--- config.mk ---
export PLATFORM = sky130hd
export DESIGN_NAME = seven_segment_two_wire_sender
export DESIGN_NICKNAME = d
export VERILOG_FILES = /design/src/rtl/sstw_pkg.sv /design/src/rtl/seven_segment_two_wire_sender.sv /design/src/rtl/sstw_front.sv /design/src/rtl/sstw_queue.sv /design/src/rtl/sstw_back.sv
export SDC_FILE = /design/constraint.sdc
export NUM_CORES = 1
export LEC_CHECK = 0
export BUFFER_PORTS_ARGS = -buffer_cell sky130_fd_sc_hd__buf_2
export CORE_MARGIN = 2
export CORE_UTILIZATION = 42
export CTS_BUF_LIST = sky130_fd_sc_hd__clkbuf_8
export CTS_CLUSTER_SIZE = 12
export DETAILED_ROUTE_END_ITERATION = 8
export SYNTH_ARGS = -nofsm -noshare
export SYNTH_HDL_FRONTEND = slang
export SYNTH_SLANG_ARGS = --single-unit
export TNS_END_PERCENT = 30
--- constraint.sdc ---
create_clock -name clk_i -period 4.45 [get_ports clk_i]
set_clock_uncertainty 0.1 [all_clocks]
set_input_delay 0.2225 -clock clk_i [delete_from_list [all_inputs] [get_ports clk_i]]
set_output_delay 0.2225 -clock clk_i [all_outputs]
set_load 0.01 [all_outputs]
--- src/rtl/sstw_pkg.sv ---
// shared types, constants and the character-to-segment table for the two-wire display sender
package sstw_pkg;

  typedef enum logic [1:0] {
    KIND_TICK   = 2'd0,
    KIND_SHOW   = 2'd1,
    KIND_BRIGHT = 2'd2
  } kind_e;

  typedef enum logic [1:0] {
    TS_IDLE  = 2'd0,
    TS_START = 2'd1,
    TS_BYTES = 2'd2,
    TS_STOP  = 2'd3
  } tstep_e;

  typedef enum logic [1:0] {
    JOB_NONE   = 2'd0,
    JOB_SHOW   = 2'd1,
    JOB_BRIGHT = 2'd2
  } job_e;

  localparam logic [7:0] CMD_DATA    = 8'h40;
  localparam logic [7:0] CMD_ADDR    = 8'hC0;
  localparam logic [7:0] CMD_BRIGHT  = 8'h88;
  localparam logic [7:0] LEVEL_MAX   = 8'h07;
  localparam logic [7:0] TICKS_RESET = 8'd2;

  // queue entry layout, segment bytes on top
  localparam int unsigned E_KIND_LSB = 0;
  localparam int unsigned E_SENSE    = 2;
  localparam int unsigned E_CMD_LSB  = 3;
  localparam int unsigned E_SEG_LSB  = 11;

  // one result item, clk_out in the lowest bit
  typedef struct packed {
    logic sequence_done;
    logic nack;
    logic ack_strobe;
    logic accepted;
    logic busy_res;
    logic dio_listen;
    logic dio_out;
    logic clk_out;
  } res_t;

  localparam logic [9:0][7:0] DIGIT_SEGS = {
    8'h6F, 8'h7F, 8'h07, 8'h7D, 8'h6D, 8'h66, 8'h4F, 8'h5B, 8'h06, 8'h3F
  };

  function automatic logic [7:0] glyph(input logic [7:0] ch);
    logic [7:0] seg;
    logic [7:0] idx;
    idx = ch - 8'h30;
    seg = 8'h00;
    if (ch >= 8'h30 && ch <= 8'h39) begin
      seg = DIGIT_SEGS[idx[3:0]];
    end else begin
      case (ch)
        8'h2D:        seg = 8'h40;  // dash
        8'h41, 8'h61: seg = 8'h77;
        8'h62:        seg = 8'h7C;
        8'h43, 8'h63: seg = 8'h58;
        8'h45, 8'h65: seg = 8'h79;
        8'h46, 8'h66: seg = 8'h71;
        8'h48, 8'h68: seg = 8'h76;
        8'h4C:        seg = 8'h38;
        8'h50, 8'h70: seg = 8'h73;
        8'h72:        seg = 8'h50;
        8'h55, 8'h75: seg = 8'h3E;
        8'h5F:        seg = 8'h08;  // underscore
        default:      seg = 8'h00;
      endcase
    end
    return seg;
  endfunction

endpackage

--- src/rtl/seven_segment_two_wire_sender.sv ---
// top level of the two-wire seven-segment display sender
// Takes one item per clock while the queue has room: tick items step the pin sequencer, show
// and brightness requests load a job when idle. Each item gives one result, through a two-entry
// queue and a result register; the sequencer handles one item per cycle, so input and output run
// at one transaction per clock when the output is not stalled. Bus speed on the pins is set by
// the ticks-per-phase register: each pin phase lasts that many tick items (zero acts as one).
module seven_segment_two_wire_sender import sstw_pkg::*; #(
  parameter int unsigned DIGIT_COUNT = 4
) (
  input  logic        clk_i,
  input  logic        rst_ni,
  input  logic        cfg_we_i,
  input  logic [7:0]  cfg_wdata_i,
  input  logic        s_axis_tvalid,
  output logic        s_axis_tready,
  // char_zero, char_one, char_two, char_three, char_count, level, dio_sense, zero pad
  input  logic [47:0] s_axis_tdata,
  // kind
  input  logic [1:0]  s_axis_tuser,
  output logic        m_axis_tvalid,
  input  logic        m_axis_tready,
  // clk_out, dio_out, dio_listen, busy_res, accepted, ack_strobe, nack, sequence_done
  output logic [7:0]  m_axis_tdata
);

  localparam int unsigned ENTRY_W = E_SEG_LSB + 8 * DIGIT_COUNT;

  logic [ENTRY_W-1:0] front_entry;
  logic [ENTRY_W-1:0] q_data;
  logic               q_full;
  logic               q_valid;
  logic               q_pop;
  logic               push;
  res_t               res;

  assign s_axis_tready = !q_full;
  assign push          = s_axis_tvalid && !q_full;

  sstw_front #(
    .DIGIT_COUNT(DIGIT_COUNT),
    .ENTRY_W    (ENTRY_W)
  ) u_front (
    .kind_i      (s_axis_tuser),
    .char_zero_i (s_axis_tdata[7:0]),
    .char_one_i  (s_axis_tdata[15:8]),
    .char_two_i  (s_axis_tdata[23:16]),
    .char_three_i(s_axis_tdata[31:24]),
    .char_count_i(s_axis_tdata[34:32]),
    .level_i     (s_axis_tdata[42:35]),
    .dio_sense_i (s_axis_tdata[43]),
    .entry_o     (front_entry)
  );

  sstw_queue #(
    .WIDTH(ENTRY_W)
  ) u_queue (
    .clk_i      (clk_i),
    .rst_ni     (rst_ni),
    .push_i     (push),
    .push_data_i(front_entry),
    .full_o     (q_full),
    .pop_i      (q_pop),
    .valid_o    (q_valid),
    .pop_data_o (q_data)
  );

  sstw_back #(
    .DIGIT_COUNT(DIGIT_COUNT),
    .ENTRY_W    (ENTRY_W)
  ) u_back (
    .clk_i      (clk_i),
    .rst_ni     (rst_ni),
    .cfg_we_i   (cfg_we_i),
    .cfg_wdata_i(cfg_wdata_i),
    .q_valid_i  (q_valid),
    .q_data_i   (q_data),
    .q_pop_o    (q_pop),
    .res_valid_o(m_axis_tvalid),
    .res_ready_i(m_axis_tready),
    .res_o      (res)
  );

  assign m_axis_tdata = res;

endmodule

--- src/rtl/sstw_front.sv ---
// front end: classifies input items and maps characters and levels to bus bytes
module sstw_front import sstw_pkg::*; #(
  parameter int unsigned DIGIT_COUNT = 4,
  parameter int unsigned ENTRY_W     = E_SEG_LSB + 8 * DIGIT_COUNT
) (
  input  logic [1:0]         kind_i,
  input  logic [7:0]         char_zero_i,
  input  logic [7:0]         char_one_i,
  input  logic [7:0]         char_two_i,
  input  logic [7:0]         char_three_i,
  input  logic [2:0]         char_count_i,
  input  logic [7:0]         level_i,
  input  logic               dio_sense_i,
  output logic [ENTRY_W-1:0] entry_o
);

  kind_e                       kind;
  logic [7:0]                  cmd;
  logic [3:0][7:0]             chars;
  logic [DIGIT_COUNT-1:0][7:0] segs;

  assign kind  = kind_e'(kind_i);
  assign chars = {char_three_i, char_two_i, char_one_i, char_zero_i};

  always_comb begin
    case (kind)
      KIND_SHOW:   cmd = CMD_DATA;
      KIND_BRIGHT: cmd = CMD_BRIGHT | ((level_i > LEVEL_MAX) ? LEVEL_MAX : level_i);
      default:     cmd = 8'h00;
    endcase
  end

  // digits past the count, and past the fourth, stay blank
  always_comb begin
    for (int i = 0; i < DIGIT_COUNT; i++) begin
      if (i < 4 && 32'(char_count_i) > i) begin
        segs[i] = glyph(chars[i]);
      end else begin
        segs[i] = 8'h00;
      end
    end
  end

  assign entry_o = {segs, cmd, dio_sense_i, kind_i};

endmodule

--- src/rtl/sstw_queue.sv ---
// two-entry queue between the front end and the pin sequencer
module sstw_queue #(
  parameter int unsigned WIDTH = 43
) (
  input  logic             clk_i,
  input  logic             rst_ni,
  input  logic             push_i,
  input  logic [WIDTH-1:0] push_data_i,
  output logic             full_o,
  input  logic             pop_i,
  output logic             valid_o,
  output logic [WIDTH-1:0] pop_data_o
);

  logic [1:0][WIDTH-1:0] mem_q;
  logic                  wr_ptr_q, wr_ptr_d;
  logic                  rd_ptr_q, rd_ptr_d;
  logic [1:0]            count_q, count_d;

  assign full_o     = count_q == 2'd2;
  assign valid_o    = count_q != 2'd0;
  assign pop_data_o = mem_q[rd_ptr_q];

  always_comb begin
    wr_ptr_d = push_i ? ~wr_ptr_q : wr_ptr_q;
    rd_ptr_d = pop_i ? ~rd_ptr_q : rd_ptr_q;
    count_d  = count_q + {1'b0, push_i} - {1'b0, pop_i};
  end

  always_ff @(posedge clk_i or negedge rst_ni) begin
    if (!rst_ni) begin
      wr_ptr_q <= 1'b0;
      rd_ptr_q <= 1'b0;
      count_q  <= 2'd0;
    end else begin
      wr_ptr_q <= wr_ptr_d;
      rd_ptr_q <= rd_ptr_d;
      count_q  <= count_d;
    end
  end

  always_ff @(posedge clk_i) begin
    if (push_i) begin
      mem_q[wr_ptr_q] <= push_data_i;
    end
  end

endmodule

--- src/rtl/sstw_back.sv ---
// back end: pin phase sequencer for start, bytes with acknowledge and stop, plus result register
module sstw_back import sstw_pkg::*; #(
  parameter int unsigned DIGIT_COUNT = 4,
  parameter int unsigned ENTRY_W     = E_SEG_LSB + 8 * DIGIT_COUNT
) (
  input  logic               clk_i,
  input  logic               rst_ni,
  input  logic               cfg_we_i,
  input  logic [7:0]         cfg_wdata_i,
  input  logic               q_valid_i,
  input  logic [ENTRY_W-1:0] q_data_i,
  output logic               q_pop_o,
  output logic               res_valid_o,
  input  logic               res_ready_i,
  output res_t               res_o
);

  localparam int unsigned SW = $clog2(DIGIT_COUNT + 2);

  logic [7:0]                  tpp_q;
  logic [7:0]                  timer_q, timer_d;
  logic [2:0]                  phase_q, phase_d;
  logic [3:0]                  bits_q, bits_d;
  logic [7:0]                  shift_q, shift_d;
  logic [SW-1:0]               slot_q, slot_d;
  tstep_e                      tstep_q, tstep_d;
  job_e                        job_q, job_d;
  logic [DIGIT_COUNT-1:0][7:0] seg_q, seg_d;
  logic [7:0]                  cmd_q, cmd_d;
  logic                        clk_q, clk_d;
  logic                        dio_q, dio_d;
  logic                        out_valid_q, out_valid_d;
  res_t                        out_q, out_d;

  kind_e                       e_kind;
  logic                        e_sense;
  logic [7:0]                  e_cmd;
  logic [DIGIT_COUNT-1:0][7:0] e_seg;
  logic                        pop;
  logic                        busy;
  logic                        fin;
  logic                        strobe, nack, done, accepted;
  logic [7:0]                  next_seg;

  assign e_kind  = kind_e'(q_data_i[E_KIND_LSB +: 2]);
  assign e_sense = q_data_i[E_SENSE];
  assign e_cmd   = q_data_i[E_CMD_LSB +: 8];
  assign e_seg   = q_data_i[E_SEG_LSB +: 8 * DIGIT_COUNT];

  assign pop     = q_valid_i && (!out_valid_q || res_ready_i);
  assign q_pop_o = pop;
  assign busy    = tstep_q != TS_IDLE;

  // segment byte for the slot after the current one
  always_comb begin
    next_seg = 8'h00;
    for (int i = 0; i < DIGIT_COUNT; i++) begin
      if (slot_q == SW'(i + 1)) begin
        next_seg = seg_q[i];
      end
    end
  end

  always_comb begin
    timer_d  = timer_q;
    phase_d  = phase_q;
    bits_d   = bits_q;
    shift_d  = shift_q;
    slot_d   = slot_q;
    tstep_d  = tstep_q;
    job_d    = job_q;
    seg_d    = seg_q;
    cmd_d    = cmd_q;
    clk_d    = clk_q;
    dio_d    = dio_q;
    strobe   = 1'b0;
    nack     = 1'b0;
    done     = 1'b0;
    accepted = 1'b0;
    fin      = 1'b0;

    if (pop) begin
      case (e_kind)
        KIND_TICK: begin
          if (busy && timer_q != 8'd0) begin
            timer_d = timer_q - 8'd1;
          end else if (busy) begin
            // end of stop: either chain the address transaction or finish
            if (tstep_q == TS_STOP && phase_q >= 3'd4) begin
              if (job_q == JOB_SHOW && slot_q == '0) begin
                slot_d  = SW'(1);
                shift_d = CMD_ADDR;
                tstep_d = TS_START;
                phase_d = 3'd0;
              end else begin
                tstep_d = TS_IDLE;
                job_d   = JOB_NONE;
                phase_d = 3'd0;
                bits_d  = 4'd0;
                done    = 1'b1;
                fin     = 1'b1;
              end
            end
            if (!fin) begin
              case (tstep_d)
                TS_START: begin
                  if (phase_d == 3'd0) begin
                    clk_d   = 1'b1;
                    dio_d   = 1'b1;
                    phase_d = 3'd1;
                  end else if (phase_d == 3'd1) begin
                    dio_d   = 1'b0;
                    phase_d = 3'd2;
                  end else begin
                    clk_d   = 1'b0;
                    tstep_d = TS_BYTES;
                    bits_d  = 4'd0;
                    phase_d = 3'd0;
                  end
                end
                TS_BYTES: begin
                  if (bits_q < 4'd8) begin
                    if (phase_q == 3'd0) begin
                      clk_d   = 1'b0;
                      phase_d = 3'd1;
                    end else if (phase_q == 3'd1) begin
                      dio_d   = shift_q[0];
                      phase_d = 3'd2;
                    end else begin
                      clk_d   = 1'b1;
                      shift_d = {1'b0, shift_q[7:1]};
                      bits_d  = bits_q + 4'd1;
                      phase_d = 3'd0;
                    end
                  end else begin
                    // acknowledge slot with dio released
                    if (phase_q == 3'd0) begin
                      clk_d   = 1'b0;
                      dio_d   = 1'b1;
                      phase_d = 3'd1;
                    end else if (phase_q == 3'd1) begin
                      clk_d   = 1'b1;
                      phase_d = 3'd2;
                    end else begin
                      strobe  = 1'b1;
                      nack    = e_sense;
                      clk_d   = 1'b0;
                      phase_d = 3'd0;
                      bits_d  = 4'd0;
                      if (job_q == JOB_SHOW && slot_q >= SW'(1) &&
                          slot_q <= SW'(DIGIT_COUNT)) begin
                        slot_d  = slot_q + SW'(1);
                        shift_d = next_seg;
                      end else begin
                        tstep_d = TS_STOP;
                      end
                    end
                  end
                end
                TS_STOP: begin
                  case (phase_d)
                    3'd0:    clk_d = 1'b0;
                    3'd1:    dio_d = 1'b0;
                    3'd2:    clk_d = 1'b1;
                    default: dio_d = 1'b1;
                  endcase
                  phase_d = phase_d + 3'd1;
                end
                default: begin
                end
              endcase
            end
            if (tstep_d != TS_IDLE) begin
              timer_d = (tpp_q == 8'd0) ? 8'd0 : tpp_q - 8'd1;
            end else begin
              timer_d = 8'd0;
            end
          end
        end
        KIND_SHOW, KIND_BRIGHT: begin
          if (!busy) begin
            accepted = 1'b1;
            cmd_d    = e_cmd;
            if (e_kind == KIND_SHOW) begin
              seg_d = e_seg;
              job_d = JOB_SHOW;
            end else begin
              job_d = JOB_BRIGHT;
            end
            slot_d  = '0;
            shift_d = e_cmd;
            bits_d  = 4'd0;
            phase_d = 3'd0;
            timer_d = 8'd0;
            tstep_d = TS_START;
          end
        end
        default: begin
        end
      endcase
    end

    out_d.clk_out       = clk_d;
    out_d.dio_out       = dio_d;
    out_d.dio_listen    = tstep_d == TS_BYTES && bits_d == 4'd8 && phase_d >= 3'd1;
    out_d.busy_res      = tstep_d != TS_IDLE;
    out_d.accepted      = accepted;
    out_d.ack_strobe    = strobe;
    out_d.nack          = nack;
    out_d.sequence_done = done;

    if (pop) begin
      out_valid_d = 1'b1;
    end else if (res_ready_i) begin
      out_valid_d = 1'b0;
    end else begin
      out_valid_d = out_valid_q;
    end
  end

  always_ff @(posedge clk_i or negedge rst_ni) begin
    if (!rst_ni) begin
      tpp_q       <= TICKS_RESET;
      timer_q     <= 8'd0;
      phase_q     <= 3'd0;
      bits_q      <= 4'd0;
      shift_q     <= 8'd0;
      slot_q      <= '0;
      tstep_q     <= TS_IDLE;
      job_q       <= JOB_NONE;
      seg_q       <= '0;
      cmd_q       <= 8'd0;
      clk_q       <= 1'b1;
      dio_q       <= 1'b1;
      out_valid_q <= 1'b0;
    end else begin
      if (cfg_we_i) begin
        tpp_q <= cfg_wdata_i;
      end
      timer_q     <= timer_d;
      phase_q     <= phase_d;
      bits_q      <= bits_d;
      shift_q     <= shift_d;
      slot_q      <= slot_d;
      tstep_q     <= tstep_d;
      job_q       <= job_d;
      seg_q       <= seg_d;
      cmd_q       <= cmd_d;
      clk_q       <= clk_d;
      dio_q       <= dio_d;
      out_valid_q <= out_valid_d;
    end
  end

  always_ff @(posedge clk_i) begin
    if (pop) begin
      out_q <= out_d;
    end
  end

  assign res_valid_o = out_valid_q;
  assign res_o       = out_q;

endmodule
Yosys cells after proc, flatten, opt, wreduce, memory -nomap -nowiden
Memories as Yosys holds them, arrays and structs flattened.
Index checks and enable logic that the tools add are counted.
{"block": "word_totals", "regBits": 171, "romBits": 512, "inputBits": 63, "out_inout_bits": 10, "n_memories": 4}
{"block": "op_classes", "n_addsub": 11, "magnitude_cmp": 25, "n_eq_ne": 101, "mux": 158, "bitwise_logic": 5, "n_reduce_logical": 66}
{"name": "(name not given)", "depth": 16, "width": 8, "rd": 1, "rd_clocked_by_memory_dff": 0, "wr": 0, "line": "sstw_pkg.sv:57", "text": "seg = DIGIT_SEGS[idx[3:0]];"}
{"name": "(name not given)", "depth": 16, "width": 8, "rd": 1, "rd_clocked_by_memory_dff": 0, "wr": 0, "line": "sstw_pkg.sv:57"}
{"name": "(name not given)", "depth": 16, "width": 8, "rd": 1, "rd_clocked_by_memory_dff": 0, "wr": 0, "line": "sstw_pkg.sv:57"}
{"name": "(name not given)", "depth": 16, "width": 8, "rd": 1, "rd_clocked_by_memory_dff": 0, "wr": 0, "line": "sstw_pkg.sv:57"}
{"operator": "equality test 8 x 7 -> 1 bit, second input constant", "count": 72}
{"operator": "case mux 7 bit (12 select lines)", "count": 4}
{"operator": "2-to-1 mux 8 bit", "count": 34}
{"operator": "2-to-1 mux 43 bit", "count": 3}
{"operator": "bitwise mux 86 bit", "count": 1}
{"operator": "2-to-1 mux 3 bit", "count": 23}
{"operator": "OR reduction 2 bit", "count": 30}
{"operator": "2-to-1 mux 2 bit", "count": 28}
{"operator": "2-to-1 mux 4 bit", "count": 14}
{"operator": "case mux 8 bit (2 select lines)", "count": 3}
{"operator": "demux 43 bit (select 1 bit)", "count": 1}
{"operator": "2-to-1 mux 1 bit", "count": 34}
{"operator": "equality test 8 x 6 -> 1 bit, second input constant", "count": 4}
{"operator": "greater-or-equal comparator 8 x 6 -> 1 bit, second input constant", "count": 4}
{"operator": "<= comparator 8 x 6 -> 1 bit, second input constant", "count": 4}
{"operator": "< comparator 4 x 5 -> 1 bit, second input constant", "count": 4}
{"operator": "case mux 4 bit (2 select lines)", "count": 2}
{"operator": "subtractor 4 x 1 -> 4 bit, second input constant", "count": 4}
{"operator": "subtractor 8 x 1 -> 8 bit, second input constant", "count": 2}
{"operator": "equality test 2 bit, second input constant", "count": 7}
{"operator": "logical AND 1 bit", "count": 14}
{"operator": "case mux 2 bit (2 select lines)", "count": 3}
{"operator": "case mux 3 bit (2 select lines)", "count": 2}
{"operator": "nonzero test 2 bit", "count": 6}
{"operator": "38 further kinds", "count": 63}

Depth between registers and ports, before layout
Gate-level depths: netlist of run 1.
{"block": "logic_depth", "depth_word": 25, "ltp_mapped": 14, "ltp_nobuf": 13}

Hierarchy
A second synthesis of run 1 with hierarchy kept.
{"block": "hier_totals", "hier_cells": 966, "hier_area_um2": 10602.7}
{"mod": "sstw_back", "n_inst": 1, "cells_each": 481, "area_per_inst_um2": 4882.2}
{"mod": "sstw_queue", "n_inst": 1, "cells_each": 149, "area_per_inst_um2": 3503.4}
{"mod": "sstw_front", "n_inst": 1, "cells_each": 334, "area_per_inst_um2": 2207.1}
{"mod": "seven_segment_two_wire_sender", "n_inst": 1, "cells_each": 2, "area_per_inst_um2": 10.0}

Least setup slack after synthesis of run 1
Ideal clock, no wire load.
{"block": "synth_path", "path_kind": "register -> register", "start": "reg u_queue.rd_ptr_q", "end": "reg u_back.out_q, in the netlist u_back.res_o[2], data pin", "setup_ns": 0.265, "arrival_time_ns": 2.840, "path_slack_ns": 1.246, "path_stages_with_launch": 12, "n_path_buf": 3, "synth_period_minus_slack_ns": 3.204, "cell_sequence": "dfrtp_1 > buf_2 > buf_1 > mux2i_1 > ha_1 > buf_2 > nor2_1 > nand2_1 > o32a_1 > o2bb2ai_1 > o311ai_1 > nor3b_1"}
{"element": "from (decl)", "line": "sstw_queue.sv:17", "text": "logic rd_ptr_q, rd_ptr_d;"}
{"element": "from (signal assigned)", "line": "sstw_queue.sv:37", "text": "rd_ptr_q <= rd_ptr_d;"}
{"element": "to (signal assigned)", "line": "sstw_back.sv:257", "text": "out_q <= out_d;"}
{"element": "to (decl)", "line": "sstw_back.sv:33", "text": "res_t out_q, out_d;"}

==> implementation parameters, run 1 <==
Parameter                              Value

Power
  Power density normalized to cell area ... 499.8 nW/um^2
  Pleak ... 0.004287 uW
  Switching component of the power ... 2089 uW
  Maximum VDD drop ... 0.3110 mV
  Clock group share of total power ... 0.199
  Relative contribution of combinational cells to total power ... 0.358
  Reg power frac ... 0.442
  Internal power ... 3219 uW
  Switching power share of the total ... 0.3936

Routing
  Total routed wirelength ... approximately 21,000 um
  Vias per cell ... 5.654
  DR pass1 iterations ... 7
  Detailed-route DRC error count ... 0
  Post-detailed-route wirelength per cell ... 16.46 um
  Total via count after detailed routing ... ~7,300
  Drt first-iter violations ... 480
  Post-DRT Antenna Nets ... 0

STA
  Tightest hold margin ... 0.05216 ns
  Post-route setup TNS ... 0 ns
  Time the worst path needs with I/O delays and setup ... 3.652 ns
  Worst slew margin relative to its limit ... 0.3020
  Final Hold Viols ... 0
  Pins over their slew limit ... 0
  RSZ-0062 raised after global routing ... false
  Slew at the pin with the worst max-slew slack ... 1.039 ns
  Max Freq ... 273.8 MHz
  Period utilisation layout ... 0.8206
  Setup violation total in the final timing report ... 0

Yosys
  Dominant cell by count in the synthesized netlist ... nand2_1
  Cell count after synthesis ... 933
  Post-synthesis instance area ... 9458 um^2
  FFs w/ async S/R, synth ... 0.4650
  Top post-synthesis cells by count ... nand2_1 (94), edfxtp_1 (84), o21ai_0 (83), dfrtp_1 (70), nor2_1 (58)
  Yosys top cell area share ... 0.2667
  Number of enable flip-flop cells after synthesis ... 84
  Count of warnings emitted by yosys ... 0
  Share of the yosys chip area belonging to registers ... 0.4602
  Synthesis-stage register bit count ... between 150 and 200
  Synth top area cells ... edfxtp_1 (27%), dfrtp_1 (19%), ha_1 (6.1%)
  Cell taking the most area after synthesis ... edfxtp_1
  Predominant post-synthesis flop cell ... edfxtp_1
  Number of distinct library cell variants in the gate-level netlist after synthesis ... between 90 and 100
  Average footprint of a synthesized cell ... 10.14 um^2

Global routing
  Met3 GRT Util ... 0.03213
  Global routing usage on met2 ... 0.3098
  Leftover overflow at the end of global routing ... 0
  All-Layer GR Usage ... 0.1842
  Wire length of the first global-routing pass ... approximately 36,000 um
  Number of global-route vias before repair ... 7,084
  Met1 track utilization from global routing ... 0.2451
  Antenna violations before repair ... 0
  Largest net degree at the start of global routing ... 68
  Top Usage Layer GRT ... met2

Critical path
  Critical path startpoint category ... flip-flop
  Stage delay of the slowest cell on the critical path ... approximately 0.56 ns
  Path type of the worst setup path ... reg -> reg
  Worst Setup End Kind ... flip-flop
  Master of the slowest instance on the critical path ... a2111oi_1
  Worst flop-to-flop path startpoint ... u_back.slot_q[0]
  Number of cells traversed by the worst register-to-register path ... 13
  Cell Chain, Critical Path ... inv_1 -> ha_1 -> and4bb_2 -> nand2b_1 -> nand2_1 -> inv_1 -> ha_1 -> o21ai_0 -> o21ai_0 -> a2111oi_1 -> nor2_1 -> a21o_1 -> nor3b_1
  R2r setup slk ... between 0.7 and 0.8 ns
  Crit path arrival time ... 3.76 ns
  Maximum fanout count along the critical path ... 9
  R2r endpoint ... u_back.res_o[2]
  Req. time, crit path ... 4.56 ns

Place
  Port bufs ... 68
  Placed wire-length estimate ... 15,270 um
  Gpl congestion ... approximately 0.90

Floorplanning
  Die ar. ... 23,730 um^2
  Height of the die ... between 150 and 200 um
  Cell row count ... 54
  Initial cell density of the core ... 0.4307
  Horizontal extent of the die ... 154.1 um
  Top-level port count ... 73
  Area of the placeable core ... 21,960 um^2

Clocking
  Root Driver ... clkbuf_8
  Clock edge transition at the registers on the reported setup and hold paths ... 0.10 ns
  Clock Path Buffers ... 2
  Setup Buffers After CTS ... 0
  Clock latency of the later-clocked register in the worst-skew pair ... 0.46 ns
  Clock tree from TritonCTS ... built
  Post-CTS sizing ... 0
  Number of buffers created by CTS ... 17
  CTS Hold Bufs ... 22
  CTS H-tree lvls ... 4
  Clock net sink count ... 157

Hold path
  Endpoint of the worst hold path ... u_queue.wr_ptr_q
  Hold Path Depth ... 3
  Class of the worst hold path ... in -> reg
  Worst min-delay path startpoint ... s_axis_tvalid

Flow run
  Max_cap viols ... 0

Cells and area
  Multi-input logic area ... around 4700 um^2
  Share of final-layout standard cells stronger than drive strength 1 ... 0.1457
  Antenna Cells ... 0
  Register cell area after layout ... 4354 um^2
  Fin nets ... 1,112
  P&R area growth vs syn ... 12.28%
  Fill cells ... 2,038

Outcome
  Run status ... finished, final reports clean
flip-flops by register name (all words and copies together) (netlist names), 3 cells and up:
name / cells
u_queue.mem_q: 76
u_back.seg_q: 28
u_back.res_o: 8
u_back.shift_q: 8
u_back.timer_q: 8
u_back.tpp_q: 8
u_back.bits_q: 4
u_back.phase_q: 3
u_back.slot_q: 3
worst max path at each step:
stage,cells past startpoint,to,startpoint
floorplan,11,u_back.res_o[2],u_queue.rd_ptr_q
global placement,13,u_back.res_o[2],u_back.slot_q[0]
detailed placement,13,u_back.res_o[2],u_back.slot_q[0]
CTS,13,u_back.res_o[2],u_back.slot_q[0]
global route,13,u_back.res_o[2],u_back.slot_q[1]
finish,13,u_back.res_o[2],u_back.slot_q[0]
placed cells by master (no fill, tap or decap), drive strengths merged, types with 9 or more instances in the layout:
| cell type | instances |
|---|---|
| nand3 | 20 |
| inv | 51 |
| clkinv | 9 |
| nand4 | 10 |
| dlygate4sd3 | 22 |
| ha | 46 |
| nor2b | 13 |
| mux2 | 10 |
| nand2b | 20 |
| a22oi | 10 |
| nor2 | 59 |
| clkbuf | 17 |
| nor3 | 15 |
| a221oi | 9 |
| dfrtp | 70 |
| o21ai | 91 |
| a211oi | 12 |
| mux2i | 46 |
| a21oi | 31 |
| a31oi | 16 |
| buf | 73 |
| edfxtp | 84 |
| nand2 | 95 |
| nor3b | 13 |
per-stage QoR:
| stage | std cells | worst slack (ns) | instance area (um^2) | total power (uW) | utilization |
|---|---|---|---|---|---|
| after floorplan | 936 | 1.246 | 9469 | 3723 | - |
| after global placement | 1242 | 0.9370 | 9997 | 4241 | 0.4553 |
| after detailed placement | 1242 | 0.8472 | 9997 | 4276 | 0.4553 |
| after CTS | 1296 | 0.8173 | 10620 | 5356 | 0.4836 |
| after global routing | 1296 | 0.5191 | 10620 | 5684 | 0.4836 |
| final | 1296 | 0.7983 | 10620 | 5308 | 0.4836 |
kinds of logic after synthesis:
group | count (synthesis) | share of synthesized area
other | 1 | 0.0003965
adders and majority gates | 46 | 0.06085
and+or+nand+nor | 300 | 0.1713
buffers and inverters | 92 | 0.04008
xor gates and xnor gates | 14 | 0.01296
muxes | 56 | 0.06059
AOI/OAI and AO/OA | 267 | 0.1935
DFF | 157 | 0.4602
critical path, delay by kind of cell, from the launching register on:
family                     cells  cell delay, ns
AOI/OAI and AO/OA              4            1.08
buffers and inverters          2            0.19
DFF                            1            0.43
and+or+nand+nor                5            1.06
adders and majority gates      2            0.55
metal layers:
metal,share of wire,up-vias
met1,0.47,3527
met4,0.018,0
li1,-,3635
met3,0.035,29
met2,0.48,136
met5,0,-
power groups by stage:
stage	sequential, uW	clock (uW)	combinational (uW)
2_1_floorplan	2250	0	1480
3_3_place_gp	2370	0	1870
3_5_place_dp	2380	0	1900
4_1_cts	2350	1090	1920
5_1_grt	2400	1150	2130
6_report	2350	1060	1900
cell type report:
type / count / share of cell area
Tap cell: 280 / 0.03299
Timing Repair Buffer: 95 / 0.05632
Sequential cell: 157 / 0.4100
Inverter: 45 / 0.01591
Multi-Input combinational cell: 687 / 0.4469
Clock inverter: 15 / 0.01579
Clock buffer: 17 / 0.02203
(Power assumes the default switching activity.)
==> inputs of run 2 (changes only) <==
- clock period: 4.45 -> 3.6 ns (I/O delays scaled with it)
==> implementation parameters, run 2 (same netlist as run 1, synthesis figures left out) <==
Parameter                              Value

Place
  Gpl congestion ... 0.9008
  Port bufs ... roughly 70
  Placed insts ... around 1,200
  Placed wire-length estimate ... 15,330 um

Routing
  Post-DRT Antenna Nets ... 0
  Detailed-route DRC error count ... 0
  Total routed wirelength ... 21,500 um
  Drt first-iter violations ... 488
  DR pass1 iterations ... 5
  Vias per cell ... 5.653
  Total via count after detailed routing ... 7,343
  Post-detailed-route wirelength per cell ... 16.55 um

Cells and area
  Share of final-layout standard cells stronger than drive strength 1 ... 0.1492
  Fill cells ... 2,011
  Most used cells in the layout excluding fill and tap cells ... nand2_1 (94), edfxtp_1 (84), o21ai_0 (83)
  P&R area growth vs syn ... 12.79%
  Fin nets ... 1,115
  Antenna Cells ... 0
  Multi-input logic area ... 4746 um^2
  Number of flip-flops under the largest register name ... 76
  Regs by FF count ... u_queue.mem_q x76, u_back.seg_q x28
  Number of non-filler instances in the completed layout ... 1,299
  Register cell area after layout ... 4354 um^2
  Most flops, register ... u_queue.mem_q
  Most common cell after layout, fill and taps aside ... nand2_1

Power
  Maximum VDD drop ... ~0.27 mV
  Pleak ... 0.004321 uW
  Power density normalized to cell area ... about 630 nW/um^2

Floorplanning
  Area of the placeable core ... between 20,000 and 25,000 um^2
  Die ar. ... 23,730 um^2
  Initial cell density of the core ... 0.4307
  Height of the die ... about 150 um
  Top-level port count ... 73
  Cell row count ... 54
  Horizontal extent of the die ... between 150 and 200 um

STA
  Slew at the pin with the worst max-slew slack ... 1.100 ns
  Time the worst path needs with I/O delays and setup ... 3.368 ns
  Worst slew margin relative to its limit ... 0.2609
  Setup violation total in the final timing report ... 0
  Max Freq ... 296.9 MHz
  Final Hold Viols ... 0
  RSZ-0062 raised after global routing ... false
  Post-route setup TNS ... 0 ns
  Period utilisation layout ... 0.9355
  Pins over their slew limit ... 0

Critical path
  Crit path arrival time ... 3.47 ns
  Cell Chain, Critical Path ... inv_1 -> ha_1 -> and4bb_2 -> nand2b_1 -> nand2_1 -> inv_1 -> ha_1 -> o21ai_0 -> o21ai_0 -> a2111oi_1 -> nor2_1 -> a21o_1 -> nor3b_1
  Worst Setup End Kind ... flip-flop
  Req. time, crit path ... 3.70 ns
  Stage delay of the slowest cell on the critical path ... 0.54 ns
  Path type of the worst setup path ... reg -> reg
  WP buf/inv ... 2
  Maximum fanout count along the critical path ... 7
  Critical path startpoint category ... flip-flop
  Master of the slowest instance on the critical path ... a2111oi_1
  Family with the most delay on the worst path ... compound AO/OA/AOI/OAI gates

Clocking
  CTS Hold Bufs ... 20
  Clock latency of the later-clocked register in the worst-skew pair ... 0.45 ns
  Number of buffers created by CTS ... 17
  Clock Path Buffers ... 2
  Clock net sink count ... 157
  Clock edge transition at the registers on the reported setup and hold paths ... 0.10 ns
  Root Driver ... clkbuf_8
  Post-CTS sizing ... 0
  Clock tree from TritonCTS ... built
  Setup Buffers After CTS ... 0
  CTS H-tree lvls ... 4

Global routing
  Largest net degree at the start of global routing ... 74
  Wire length of the first global-routing pass ... 35,970 um
  Number of global-route vias before repair ... 7,062
  Leftover overflow at the end of global routing ... 0
  All-Layer GR Usage ... 0.1859
  Antenna violations before repair ... 0

Hold path
  Class of the worst hold path ... in -> reg

Outcome
  Run status ... finished, final reports clean

Flow run
  Max_cap viols ... 0
run 2: worst reg2reg max path: cells and delay by family (launching register included):
family	cells	cell delay (ns)
compound gates	4	1.06
simple gates	5	0.84
fa+ha+maj	2	0.53
flops	1	0.43
buf+inv	2	0.19
run 2: report_power, final:
part / switching [uW] / total, uW / leakage (uW) / internal (uW)
sequential: 382 / 2890 / 0.00172 / 2500
combinational: 1420 / 2380 / 0.00238 / 954
clock: 726 / 1440 / 0.000223 / 716
total: 2530 / 6700 / 0.00432 / 4170
run 2: stage by stage:
step                      power [uW]  utilization  worst slack [ns]  cell area (um^2)  hold WS, ns
after floorplan                 4602            -            0.3957              9469      -0.2156
after global placement          5253       0.4570            0.3661             10030       0.2787
after detailed placement        5291       0.4570            0.2473             10030       0.2796
after CTS                       6770       0.4858            0.2466             10670     0.005790
after global routing            7169       0.4858           0.02641             10670      0.02859
final                           6703       0.4858            0.2323             10670      0.03694
run 2: final cells by class:
class | instances | share of cell area
sequential | 157 | 0.4082
inverter | 45 | 0.01583
multi-input combinational | 687 | 0.4449
tap | 280 | 0.03284
clock buffer | 17 | 0.02193
clock inverter | 15 | 0.01865
timing repair buffer | 98 | 0.05771
run 2: per-layer routing:
metal / global-route usage / wire length (um) / vias up
met4: 0.04361 / 182 / 0
met1: 0.2495 / 9719 / 3514
met2: 0.3163 / 10830 / 167
met3: 0.03016 / 772 / 13
met5: 0 / 0 / -
li1: - / - / 3649
run 2: final timing paths:
| check | from | to | slack (ns) | cells past startpoint |
|---|---|---|---|---|
| min in group asynchronous | rst_ni | u_back.timer_q[1] | 0.39 | 3 |
| max in group asynchronous | rst_ni | u_queue.rd_ptr_q | 2.32 | 3 |
| setup / recovery | u_back.slot_q[0] | u_back.res_o[2] | 0.23 | 13 |
| hold / removal | s_axis_tvalid | u_queue.wr_ptr_q | 0.04 | 3 |
| setup reg to reg | u_back.slot_q[0] | u_back.res_o[2] | 0.23 | 13 |
| hold reg to reg | u_back.seg_q[29] | u_back.seg_q[29] | 0.40 | 2 |
==> inputs of run 3 (changes only) <==
- CELL_PAD_IN_SITES_DETAIL_PLACEMENT: not set -> 0
- CELL_PAD_IN_SITES_GLOBAL_PLACEMENT: not set -> 2
- CORE_UTILIZATION: 42 -> 41
- PLACE_DENSITY_LB_ADDON: not set -> 0.1
==> implementation parameters, run 3 (same netlist as run 1, synthesis figures left out) <==
Parameter                              Value

Outcome
  Run status ... finished, final reports clean

Clocking
  Clock tree from TritonCTS ... built
  Clock edge transition at the registers on the reported setup and hold paths ... 0.09 ns
  Number of buffers created by CTS ... 17
  Clock net sink count ... 157
  Root Driver ... clkbuf_8
  Clock Path Buffers ... 2
  CTS H-tree lvls ... 4
  Clock latency of the later-clocked register in the worst-skew pair ... 0.45 ns

STA
  Tightest hold margin ... 0.04235 ns
  RSZ-0062 raised after global routing ... false
  Max Freq ... 302.7 MHz
  Final Hold Viols ... 0
  Slew at the pin with the worst max-slew slack ... between 0.9 and 1 ns
  Worst slew margin relative to its limit ... 0.3468
  Period utilisation layout ... 0.9177
  Setup violation total in the final timing report ... 0
  Pins over their slew limit ... 0
  Post-route setup TNS ... 0 ns
  Time the worst path needs with I/O delays and setup ... 3.304 ns

Cells and area
  Most used cells in the layout excluding fill and tap cells ... nand2_1 (94), edfxtp_1 (84), o21ai_0 (83)
  Multi-input logic area ... 4751 um^2
  Fill cells ... around 2,100
  Most common cell after layout, fill and taps aside ... nand2_1
  Regs by FF count ... u_queue.mem_q x76, u_back.seg_q x28
  Fin nets ... 1,118
  Most flops, register ... u_queue.mem_q
  Antenna Cells ... 0
  Share of final-layout standard cells stronger than drive strength 1 ... 0.1468
  P&R area growth vs syn ... 13.00%
  Number of non-filler instances in the completed layout ... 1,307
  Register cell area after layout ... approximately 4400 um^2
  Number of flip-flops under the largest register name ... 76

Global routing
  Wire length of the first global-routing pass ... about 37,000 um
  Leftover overflow at the end of global routing ... 0
  Largest net degree at the start of global routing ... 74
  All-Layer GR Usage ... 0.1922
  Number of global-route vias before repair ... 7,104
  Antenna violations before repair ... 0

Critical path
  Family with the most delay on the worst path ... compound AO/OA/AOI/OAI gates
  Req. time, crit path ... 3.69 ns
  Worst flop-to-flop path startpoint ... u_back.slot_q[0]
  Worst Setup SP ... u_back.slot_q[0]
  Cell Chain, Critical Path ... inv_1 -> ha_1 -> and4bb_2 -> nand2b_1 -> nand2_1 -> inv_1 -> ha_1 -> o21ai_0 -> o21ai_0 -> a2111oi_2 -> nor2_1 -> a21o_1 -> nor3b_1
  Logic depth of the worst setup path including buffers ... 13
  Critical path startpoint category ... flip-flop
  Master of the slowest instance on the critical path ... a2111oi_2
  Number of cells traversed by the worst register-to-register path ... 13
  Path type of the worst setup path ... reg -> reg
  Worst Setup End Kind ... flip-flop
  Stage delay of the slowest cell on the critical path ... 0.50 ns
  Maximum fanout count along the critical path ... 5
  WP buf/inv ... 2
  Crit path arrival time ... 3.39 ns

Routing
  DR pass1 iterations ... 5
  Vias per cell ... 5.680
  Detailed-route DRC error count ... 0
  Post-detailed-route wirelength per cell ... 17.45 um
  Total via count after detailed routing ... 7,424
  Total routed wirelength ... 22,810 um
  Post-DRT Antenna Nets ... 0
  Drt first-iter violations ... between 500 and 600

Flow run
  Max_cap viols ... 0

Hold path
  Worst min-delay path startpoint ... cfg_we_i
  Class of the worst hold path ... in -> reg
  Hold Path Depth ... 2

Floorplanning
  Area of the placeable core ... 22,640 um^2
  Top-level port count ... 73
  Horizontal extent of the die ... 155.9 um
  Die ar. ... 24,300 um^2
  Height of the die ... 155.9 um
  Initial cell density of the core ... 0.4177
  Cell row count ... 55

Place
  Port bufs ... just under 70
  Gpl congestion ... 0.8857
  Placed insts ... about 1,300
  Placed wire-length estimate ... ~16,000 um

Power
  Pleak ... 0.004347 uW
  Maximum VDD drop ... 0.2884 mV
  Power density normalized to cell area ... 629.9 nW/um^2
[run 3: cell types whose count changed in the layout (fill, tap and decap cells not counted), moves of 2 or more]
cell      previous run  this run
buf_4               10        13
clkinv_2             1         3
inv_1               43        49
inv_6                4         0
inv_8                5         0
[run 3: through the flow]
step / power (uW) / utilization / setup WS [ns] / cell area (um^2)
2_1_floorplan: 4602 / - / 0.3957 / 9469
3_3_place_gp: 5354 / 0.4443 / 0.3438 / 10060
3_5_place_dp: 5356 / 0.4443 / 0.2733 / 10060
4_1_cts: 6796 / 0.4718 / 0.2709 / 10680
5_1_grt: 7221 / 0.4721 / 0.09488 / 10690
6_report: 6732 / 0.4721 / 0.2964 / 10690
[run 3: layout make-up]
cell class / count / share of cell area
multi-input combinational: 687 / 0.4445
sequential: 157 / 0.4074
timing repair buffer: 101 / 0.06017
tap: 285 / 0.03336
clock inverter: 14 / 0.01557
clock buffer: 18 / 0.02318
inverter: 45 / 0.01580
[run 3: repair_timing]
item / CTS / global route
hold buffers: 21 / 0
endpoints found under the hold margin: 92 / 0
endpoints found under the setup margin: 0 / 1
buffers inserted: 0 / 0
resized for setup: 0 / 1
[run 3: where the power goes]
group / total (uW) / internal [uW] / switching (uW) / leakage [uW]
clock network: 1410 / 757 / 648 / 0.000234
logic: 2460 / 977 / 1490 / 0.00240
registers: 2860 / 2500 / 357 / 0.00172
[run 3: routing by layer]
| metal | global-route usage | up-vias | wire length [um] |
|---|---|---|---|
| met2 | 0.3234 | 185 | 11130 |
| met5 | 0 | - | 0 |
| met4 | 0.05985 | 0 | 459 |
| met1 | 0.2525 | 3556 | 10310 |
| met3 | 0.03500 | 31 | 912 |
| li1 | - | 3652 | - |
[run 3: final timing paths]
check	end	slack (ns)
worst max-delay path	u_back.res_o[2]	0.30
worst min-delay path	u_back.tpp_q[5]	0.04
worst max register to register	u_back.res_o[2]	0.30
worst min register to register	u_back.seg_q[4]	0.38
max in group asynchronous	u_queue.rd_ptr_q	2.39
min in group asynchronous	u_back.timer_q[1]	0.29
